$ cat config.mk
export PLATFORM = sky130hd
export DESIGN_NAME = ekhd_update
export DESIGN_NICKNAME = d
export VERILOG_FILES = /design/src/ekhd_pkg.sv /design/src/ekhd_update.sv
export SDC_FILE = /design/constraint.sdc
export NUM_CORES = 1
export LEC_CHECK = 0
export BUFFER_PORTS_ARGS = -buffer_cell sky130_fd_sc_hd__buf_2
export CORE_UTILIZATION = 40
export DETAILED_ROUTE_END_ITERATION = 10
export GPL_TIMING_DRIVEN = 0
export PLACE_DENSITY_LB_ADDON = 0.15
export SLEW_MARGIN = 20
export SYNTH_ARGS = -nofsm -noshare
export SYNTH_HDL_FRONTEND = slang
export SYNTH_SLANG_ARGS = --single-unit
$ cat constraint.sdc
create_clock -name vclk -period 9.3
set_input_delay 1.395 -clock vclk [all_inputs]
set_output_delay 1.395 -clock vclk [all_outputs]
set_load 0.1 [all_outputs]
$ cat src/ekhd_pkg.sv
package ekhd_pkg;

  typedef enum logic {
    ST_IDLE,
    ST_EXEC
  } ekhd_state_t;

  localparam logic [1:0] CFG_PRESS_THRESHOLD   = 2'd0;
  localparam logic [1:0] CFG_RELEASE_THRESHOLD = 2'd1;
  localparam logic [1:0] CFG_DEBOUNCE_TIME     = 2'd2;

  localparam logic signed [12:0] PRESS_THRESHOLD_RST   = 13'sd120;
  localparam logic signed [12:0] RELEASE_THRESHOLD_RST = 13'sd80;
  localparam logic [7:0]         DEBOUNCE_TIME_RST     = 8'd5;

  localparam logic CMD_SCAN  = 1'b0;
  localparam logic CMD_CALIB = 1'b1;

  typedef struct packed {
    logic signed [12:0] press_threshold;
    logic signed [12:0] release_threshold;
    logic [7:0]         debounce_time;
  } ekhd_cfg_t;

endpackage

$ cat src/ekhd_update.sv
module ekhd_update #(
  parameter int CALIB_COUNT = 16,
  localparam int CW = (CALIB_COUNT > 1) ? $clog2(CALIB_COUNT) : 1,
  localparam int EW = 12 + 1 + 32 + 16 + CW
) (
  input  ekhd_pkg::ekhd_cfg_t cfg,
  input  logic                cmd,
  input  logic [11:0]         sample,
  input  logic [31:0]         now_ms,
  input  logic [EW-1:0]       ent_rd,
  output logic [EW-1:0]       ent_wr,
  output logic                pressed,
  output logic                changed
);
  import ekhd_pkg::*;

  // Exact floor division of a 16-bit sum by a constant via a 25-bit reciprocal.
  localparam int DIV_SHIFT = 24;
  localparam longint unsigned RECIP_VAL =
    ((64'd1 << DIV_SHIFT) + CALIB_COUNT - 1) / CALIB_COUNT;
  localparam logic [24:0] RECIP = 25'(RECIP_VAL);

  logic [11:0]        base_old;
  logic               down_old;
  logic [31:0]        time_old;
  logic [15:0]        sum_old;
  logic [CW-1:0]      cnt_old;
  logic [11:0]        base_new;
  logic               down_new;
  logic [31:0]        time_new;
  logic [15:0]        sum_new;
  logic [CW-1:0]      cnt_new;

  logic [15:0]        sum_add;
  logic [CW:0]        cnt_inc;
  logic [40:0]        prod;
  logic signed [12:0] delta;
  logic [31:0]        elapsed;
  logic               want;

  assign {base_old, down_old, time_old, sum_old, cnt_old} = ent_rd;
  assign ent_wr = {base_new, down_new, time_new, sum_new, cnt_new};

  assign sum_add = sum_old + {4'd0, sample};
  assign cnt_inc = {1'b0, cnt_old} + (CW+1)'(1);
  assign prod    = {25'd0, sum_add} * {16'd0, RECIP};
  assign delta   = $signed({1'b0, sample}) - $signed({1'b0, base_old});
  assign elapsed = now_ms - time_old;

  always_comb begin
    want = down_old;
    if (!down_old && (delta >= cfg.press_threshold)) begin
      want = 1'b1;
    end else if (down_old && (delta <= cfg.release_threshold)) begin
      want = 1'b0;
    end
  end

  always_comb begin
    base_new = base_old;
    down_new = down_old;
    time_new = time_old;
    sum_new  = sum_old;
    cnt_new  = cnt_old;
    changed  = 1'b0;
    if (cmd == CMD_CALIB) begin
      if (cnt_inc >= (CW+1)'(CALIB_COUNT)) begin
        base_new = prod[DIV_SHIFT +: 12];
        down_new = 1'b0;
        time_new = '0;
        sum_new  = '0;
        cnt_new  = '0;
      end else begin
        sum_new = sum_add;
        cnt_new = cnt_inc[CW-1:0];
      end
    end else begin
      if (want != down_old) begin
        if (elapsed >= {24'd0, cfg.debounce_time}) begin
          down_new = want;
          time_new = now_ms;
          changed  = 1'b1;
        end
      end else begin
        time_new = now_ms;
      end
    end
    pressed = down_new;
  end

endmodule

# Yosys cells after proc, flatten, opt, wreduce, memory -nomap -nowiden
# Index checks and enable logic that the tools add are counted.
# Widths: inputs -> output; s select.
[classes] addsub=4 n_lt_le_gt_ge=4 eq_ne=1 muxes=19 reduce_logical=3
[op_table] op="$mux 32" count=4
[op_table] op="$ge 32x8->1" count=1
[op_table] op="$mux 16" count=2
[op_table] op="$sub 32x32->32" count=1
[op_table] op="$mux 12" count=2
[op_table] op="$add 16x12->16" count=1
[op_table] op="$ge 13x13->1" count=1
[op_table] op="$le 13x13->1" count=1
[op_table] op="$sub 12x12->13" count=1
[op_table] op="$mux 1" count=9
[op_table] op="$mux 4" count=2
[op_table] op="$add 4x1->5 const B" count=1
[op_table] op="$ge 5x5->1 const B" count=1
[op_table] op="$logic_and 1x1->1" count=2
[op_table] op="$logic_not 1->1" count=1
[op_table] op="$ne 1x1->1" count=1
[word_totals] register_bits=0 wordCells=31

# Depth between registers and ports, before layout
# Gate-level depths: netlist (run 1).
[depth] word_depth=8 ltp_mapped=23 mapped_depth_nobuf=22

# Worst setup path before layout (run 1)
# OpenSTA, ideal clock, no wires.
[synth_timing] path_type="input to output" start="in sample[0]" end="out ent_wr[51]" t_arrival_ps=8412 setup_slack_ps=-507 path_stages=20 path_buffers=0 path_cell_list="inv_1 -> ha_1 -> fa_1 -> nor2b_1 -> o21ai_0 -> a21boi_0 -> o21ai_0 -> a21boi_0 -> o21ai_0 -> a21boi_0 -> o21ai_0 -> nand2b_1 -> xor2_1 -> ha_1 -> a21o_1 -> a2111oi_0 -> a2111oi_0 -> o2bb2ai_1 -> nand2b_1 -> o311ai_0"
[synth_via] elab_chain_len=8 elab_cells_between_ends=10 classes_between="add/sub (1); order compare (2); eq/ne (1); mux (4); reduce/logical (2)"
[synth_rtl] item="start: declaration" line="ekhd_update.sv:8" rtl="input logic [11:0] sample,"
[synth_rtl] item="$sub 12x12->13 (*)" line="ekhd_update.sv:47" rtl="assign delta = $signed({1'b0, sample}) - $signed({1'b0, base_old});"
[synth_rtl] item="$le 13x13->1" line="ekhd_update.sv:54" rtl="end else if (down_old && (delta <= cfg.release_threshold)) begin"
[synth_rtl] item="$logic_and 1x1->1" line="ekhd_update.sv:54"
[synth_rtl] item="$mux 1" line="ekhd_update.sv:54"
[synth_rtl] item="$mux 1 (*)" line="ekhd_update.sv:52" rtl="if (!down_old && (delta >= cfg.press_threshold)) begin"
[synth_rtl] item="$ne 1x1->1 (*)" line="ekhd_update.sv:78" rtl="if (want != down_old) begin"
[synth_rtl] item="$mux 32 (*)" line="ekhd_update.sv:78"
[synth_rtl] item="$mux 32 (*)" line="ekhd_update.sv:66" rtl="if (cmd == CMD_CALIB) begin"
[synth_rtl] item="end: declaration" line="ekhd_update.sv:11" rtl="output logic [EW-1:0] ent_wr,"
# Every way passes the cells marked *; elsewhere a longest branch is shown, timed or not.

# Final worst setup path (run 1)
[layout_timing] start="in sample[0]" end="out ent_wr[21]"
# Same word-level chain as after synthesis.

==> impl_metrics.py, run 1 <==
metrics = {
    "final_layout": {
        "final_cell_area_um2": 6590,
        "syn_to_final_growth_pct": 24.0,
        "fill_cells": 1331,
        "seqCellArea_um2": 0,
        "utilization": 0.516,
        "n_clock_buffer": 0,
        "drive_gt1_frac": 0.262,
        "seq_cell_count": 0,
        "multi_input_area_um2": 4720,
        "fin_nets": 1234,
    },
    "timing": {
        "fmax_mhz": 121,
        "rsz0062_at_grt": "no",
        "final.setup.tns_ns": 0,
        "hold_viol_final": 0,
        "final_max_slew_viol_count": 0,
        "setup_viol": 0,
        "period_share": 0.887,
        "whs_ns": 3.26,
        "slew-limit-headroom": 0.529,
        "layout_min_cycle_time_ns": 8.25,
        "worst_pin_slew_ns": 0.707,
        "final.setup.worst_slack_ns": 1.05,
    },
    "critical_path": {
        "cp-startpoint": "sample[0]",
        "endpoint_kind": "output port",
        "crit_arrival_ns": 6.85,
        "cp-start-kind": "primary input",
        "crit_type": "primary input to output port",
        "cp.required_ns": 7.91,
        "crit_path_max_fanout": 10,
    },
    "placement": {
        "hpwl_um": 15700,
        "numPortBuffers": 211,
        "gp_congestion": 0.909,
        "dpl_cell_area_um2": 6590,
        "dp_worst_setup_slack_ns": 1.12,
    },
    "cts": {
        "cts_resized": 0,
        "postCtsSetupRepairBufs": 0,
        "cts_hold_buf": 0,
    },
    "logic_synthesis": {
        "seq_area_frac_synth": 0,
        "yosys-top-cells-area": "ha_1, inv_1, nand2_1",
        "synth_fa_ha_area_frac": 0.223,
        "synthCells": 784,
        "synth_top_area_cell": "ha_1",
        "syn_nets": 1021,
        "synth_cell_types": 68,
        "synth_compound_area_frac": 0.345,
        "synthesis.area_um2": 5310,
        "synthXorXnorAreaFrac": 0.0593,
        "synth_top_family_by_area": "compound AO/OA/AOI/OAI gates",
        "syn_area_per_cell_um2": 6.78,
        "muxShareOfSynthArea": 0.0120,
        "synth_top_area_share": 0.212,
        "yosysWarnings": 0,
        "synth_common_cells": "inv_1, nand2_1, ha_1",
        "synth-simple-area-share": 0.249,
    },
    "global_route": {
        "antenna_found_initial": 0,
        "grt_pass1_wl_um": 28400,
        "grt_pass1_vias": 5965,
        "track_usage": 0.258,
        "grt_max_degree": 11,
        "grt.overflow.total": 0,
    },
    "power": {
        "power.density_nw_per_um2": 93.9,
        "peakVddDrop_mv": 0.0717,
        "p_leak_nw": 3.39,
    },
    "floorplan": {
        "rows": 41,
        "pin_count": 211,
        "die_w_um": 117,
        "start_util": 0.416,
        "die_h_um": 117,
        "core_region_area_um2": 12800,
        "die_area_um2": 13700,
    },
    "routing": {
        "routed_wirelength_um": 18100,
        "vias": 6524,
        "first_iter_violations": 369,
        "drtPass1Iterations": 6,
        "wl_per_cell_um": 15.5,
        "vias_per_cell": 5.59,
        "drc": 0,
        "antenna_left": 0,
    },
    "worst_hold_path": {
        "min_to": "ent_wr[18]",
        "hold_start": "ent_rd[18]",
        "worst_hold_path_type": "primary input to output port",
        "hold_path_depth": 3,
    },
    "outcome": {
        "status": "finished clean",
    },
    "run": {
        "drv_cap": 0,
    },
}
-- metrics by stage --
step | power, mW | cells
3_5_place_dp | 0.614 | 1167
4_1_cts | 0.617 | 1167
2_1_floorplan | 0.476 | 784
5_1_grt | 0.669 | 1167
3_3_place_gp | 0.612 | 1167
6_report | 0.619 | 1168
-- report_power, final --
group	total [mW]	internal [mW]	leakage [nW]	switching [mW]
Combinational	0.619	0.185	3.39	0.434
Clock	0.0000000144	0.0000000144	0.00000634	0
Sequential	0	0	0	0
Total	0.619	0.185	3.39	0.434
-- layout make-up --
cell class         count  area share
inverters             92      0.0524
multi-input cells    654       0.717
plain buffers         38      0.0374
repair buffers       211       0.160
well taps            172      0.0327
diodes                 1    0.000380
-- kinds of logic after synthesis --
family | Yosys count
buffers and inverters | 130
adder cells (fa/ha/maj) | 93
multiplexers | 6
AO/OA/AOI/OAI | 254
XOR/XNOR | 36
AND/OR/NAND/NOR | 265
-- worst max-delay path: stages --
cell       delay, ns
buf_2           0.10
inv_1           0.04
ha_1            0.23
fa_1            0.40
nor2b_1         0.13
o21ai_0         0.10
a21boi_0        0.23
o21ai_0         0.14
a21boi_0        0.24
o21ai_0         0.14
a21boi_0        0.25
o21ai_0         0.11
nand2b_1        0.12
xor2_1          0.28
ha_1            0.31
a21o_1          0.16
a2111oi_0       0.59
a2111oi_0       0.26
o2bb2ai_1       0.23
nor2b_1         0.35
buf_2           0.31
nand4_1         0.12
o311ai_1        0.11
buf_2           0.50
-- cells in the final DEF, fill, tap and decap left out, drive strengths merged, types with 4 or more instances in the layout --
cell type	synthesis	final
a21oi	53	53
o221ai	29	29
nand2b	13	13
o311ai	4	4
a31oi	8	8
inv	92	92
o31ai	4	4
o211ai	10	10
a21boi	6	6
nor2b	10	10
nor3	8	8
buf	21	232
nand3	13	13
xnor2	25	25
clkbuf	14	14
xor2	11	11
a21o	20	20
and3	4	4
nand4	43	43
o21ai	52	52
or3	7	7
ha	90	90
and2	6	6
nor2	49	49
o21bai	8	8
nand2	92	92
o2bb2ai	12	12
o21a	9	9
a2111oi	4	4
a211oi	10	10
a22o	4	4
nor4	6	6
-- metal layers --
metal,vias to the layer above,track usage,part of all wire
li1,3329,-,-
met5,-,0,0
met2,227,0.482,0.50
met4,0,0.0388,0.015
met3,22,0.0221,0.053
met1,2946,0.324,0.44
-- how the worst max path moves through the flow --
| stage | to | slack (ns) | cells past startpoint |
|---|---|---|---|
| after floorplan | ent_wr[52] | 0.49 | 20 |
| after global placement | ent_wr[21] | 1.10 | 24 |
| after detailed placement | ent_wr[21] | 1.12 | 24 |
| after CTS | ent_wr[21] | 1.07 | 24 |
| after global routing | ent_wr[33] | 0.56 | 24 |
| final | ent_wr[21] | 1.05 | 24 |
Power figures use the tool's default switching activity.
==> inputs of run 2 (changes only) <==
- CAP_MARGIN: default -> 10
- MAX_ROUTING_LAYER: default -> met4
==> run 2 against run 1 <==
Routed wire length up 0.31%. Global-route usage up 0.37 points. Clock-buffer cell count unchanged. Cell count barely moved. Worst hold slack improved by 0.0016 ns. Critical path type unchanged. Largest power group unchanged.
==> impl_metrics.py, run 2 (synthesis results as in run 1) <==
metrics = {
    "final_layout": {
        "syn_to_final_growth_pct": 23.9,
        "fill_cells": 1339,
        "final_cell_area_um2": 6590,
        "drive_gt1_frac": 0.262,
        "n_clock_buffer": 0,
        "utilization": 0.516,
        "fin_nets": 1234,
        "multi_input_area_um2": 4720,
        "layout_commonest_cell": "buf_2",
        "diodes": 0,
        "layout_common_cells": "buf_2, inv_1, nand2_1",
        "seq_cell_count": 0,
        "seqCellArea_um2": 0,
    },
    "timing": {
        "period_share": 0.888,
        "rsz0062_at_grt": "no",
        "whs_ns": 3.27,
        "final_max_slew_viol_count": 0,
        "layout_min_cycle_time_ns": 8.26,
        "slew-limit-headroom": 0.526,
        "worst_pin_slew_ns": 0.710,
        "setup_viol": 0,
        "fmax_mhz": 121,
        "hold_viol_final": 0,
        "final.setup.tns_ns": 0,
    },
    "routing": {
        "met2_length_um": 9010,
        "vias_per_cell": 5.56,
        "drc": 0,
        "routed_wirelength_um": 18100,
        "wl_per_cell_um": 15.5,
        "vias": 6486,
        "route.met3.wl_um": 955,
        "antenna_left": 0,
        "wl_met1_um": 7870,
        "first_iter_violations": 314,
        "top_layer_used": "met4",
        "drtPass1Iterations": 5,
    },
    "critical_path": {
        "cp-start-kind": "primary input",
        "worstPathCellList": "buf_2 > inv_1 > ha_1 > fa_1 > nor2b_1 > o21ai_0 > a21boi_0 > o21ai_0 > a21boi_0 > o21ai_0 > a21boi_0 > o21ai_0 > nand2b_1 > xor2_1 > ha_1 > a21o_1 > a2111oi_0 > a2111oi_0 > o2bb2ai_1 > nor2b_1 > buf_2 > nand4_1 > o311ai_1 > buf_2",
        "slowest_delay_ns": 0.60,
        "worst_path_most_repeated_cell": "o21ai_0",
        "cp.required_ns": 7.91,
        "crit_type": "primary input to output port",
        "critPathTopFamily": "compound AO/OA/AOI/OAI gates",
        "crit_arrival_ns": 6.86,
        "slowest_stage": "a2111oi_0",
        "endpoint_kind": "output port",
        "crit_path_max_fanout": 10,
        "path_buf_inv": 4,
    },
    "worst_hold_path": {
        "worst_hold_path_type": "primary input to output port",
    },
    "floorplan": {
        "rows": 41,
        "core_region_area_um2": 12800,
        "die_h_um": 117,
        "die_area_um2": 13700,
        "die_w_um": 117,
        "pin_count": 211,
        "start_util": 0.416,
    },
    "global_route": {
        "grt_max_degree": 11,
        "grt.overflow.total": 0,
        "track_usage": 0.261,
        "antenna_found_initial": 0,
        "grt_pass1_vias": 5821,
        "grt_pass1_wl_um": 27800,
    },
    "outcome": {
        "status": "finished clean",
    },
    "power": {
        "power_mw": 0.619,
        "power.density_nw_per_um2": 94.0,
        "p_leak_nw": 3.39,
        "peakVddDrop_mv": 0.0680,
    },
    "cts": {
        "postCtsSetupRepairBufs": 0,
        "cts_resized": 0,
        "cts_hold_buf": 0,
    },
    "placement": {
        "gp_congestion": 0.923,
        "dpl_cell_area_um2": 6590,
        "hpwl_um": 15700,
        "numPortBuffers": 211,
    },
    "run": {
        "drv_cap": 0,
    },
}
run 2: changes by cell type in the layout (fill, tap and decap cells not counted):
cell,before,now
diode_2,1,0
run 2: metal layers:
layer | GRT usage | up-vias
met1 | 0.319 | 2915
met3 | 0.0139 | 24
li1 | - | 3326
met5 | - | -
met4 | 0.0439 | 0
met2 | 0.477 | 221
run 2: per-stage QoR:
step,instances,worst slack [ns]
6_report,1167,1.04
5_1_grt,1167,0.556
4_1_cts,1167,1.06
3_5_place_dp,1167,1.10
3_3_place_gp,1167,1.10
2_1_floorplan,784,0.492
run 2: worst min-delay path, cell delays in order:
cell and delay (ns):
buf_2 0.12, a31oi_1 0.07, buf_2 0.28
run 2: cell type report:
cell class,instances,area share
multi-input combinational,654,0.717
inverter,92,0.0524
buffer,38,0.0374
timing repair buffer,211,0.160
tap,172,0.0327
run 2: path summary, 6_finish.rpt:
check	startpoint	to	slack [ns]	cells past startpoint
max	sample[0]	ent_wr[21]	1.04	24
min	ent_rd[18]	ent_wr[18]	3.27	3
run 2: where the power goes:
group	switching [mW]	internal, mW
Sequential	0	0
Combinational	0.434	0.185
Clock	0	0
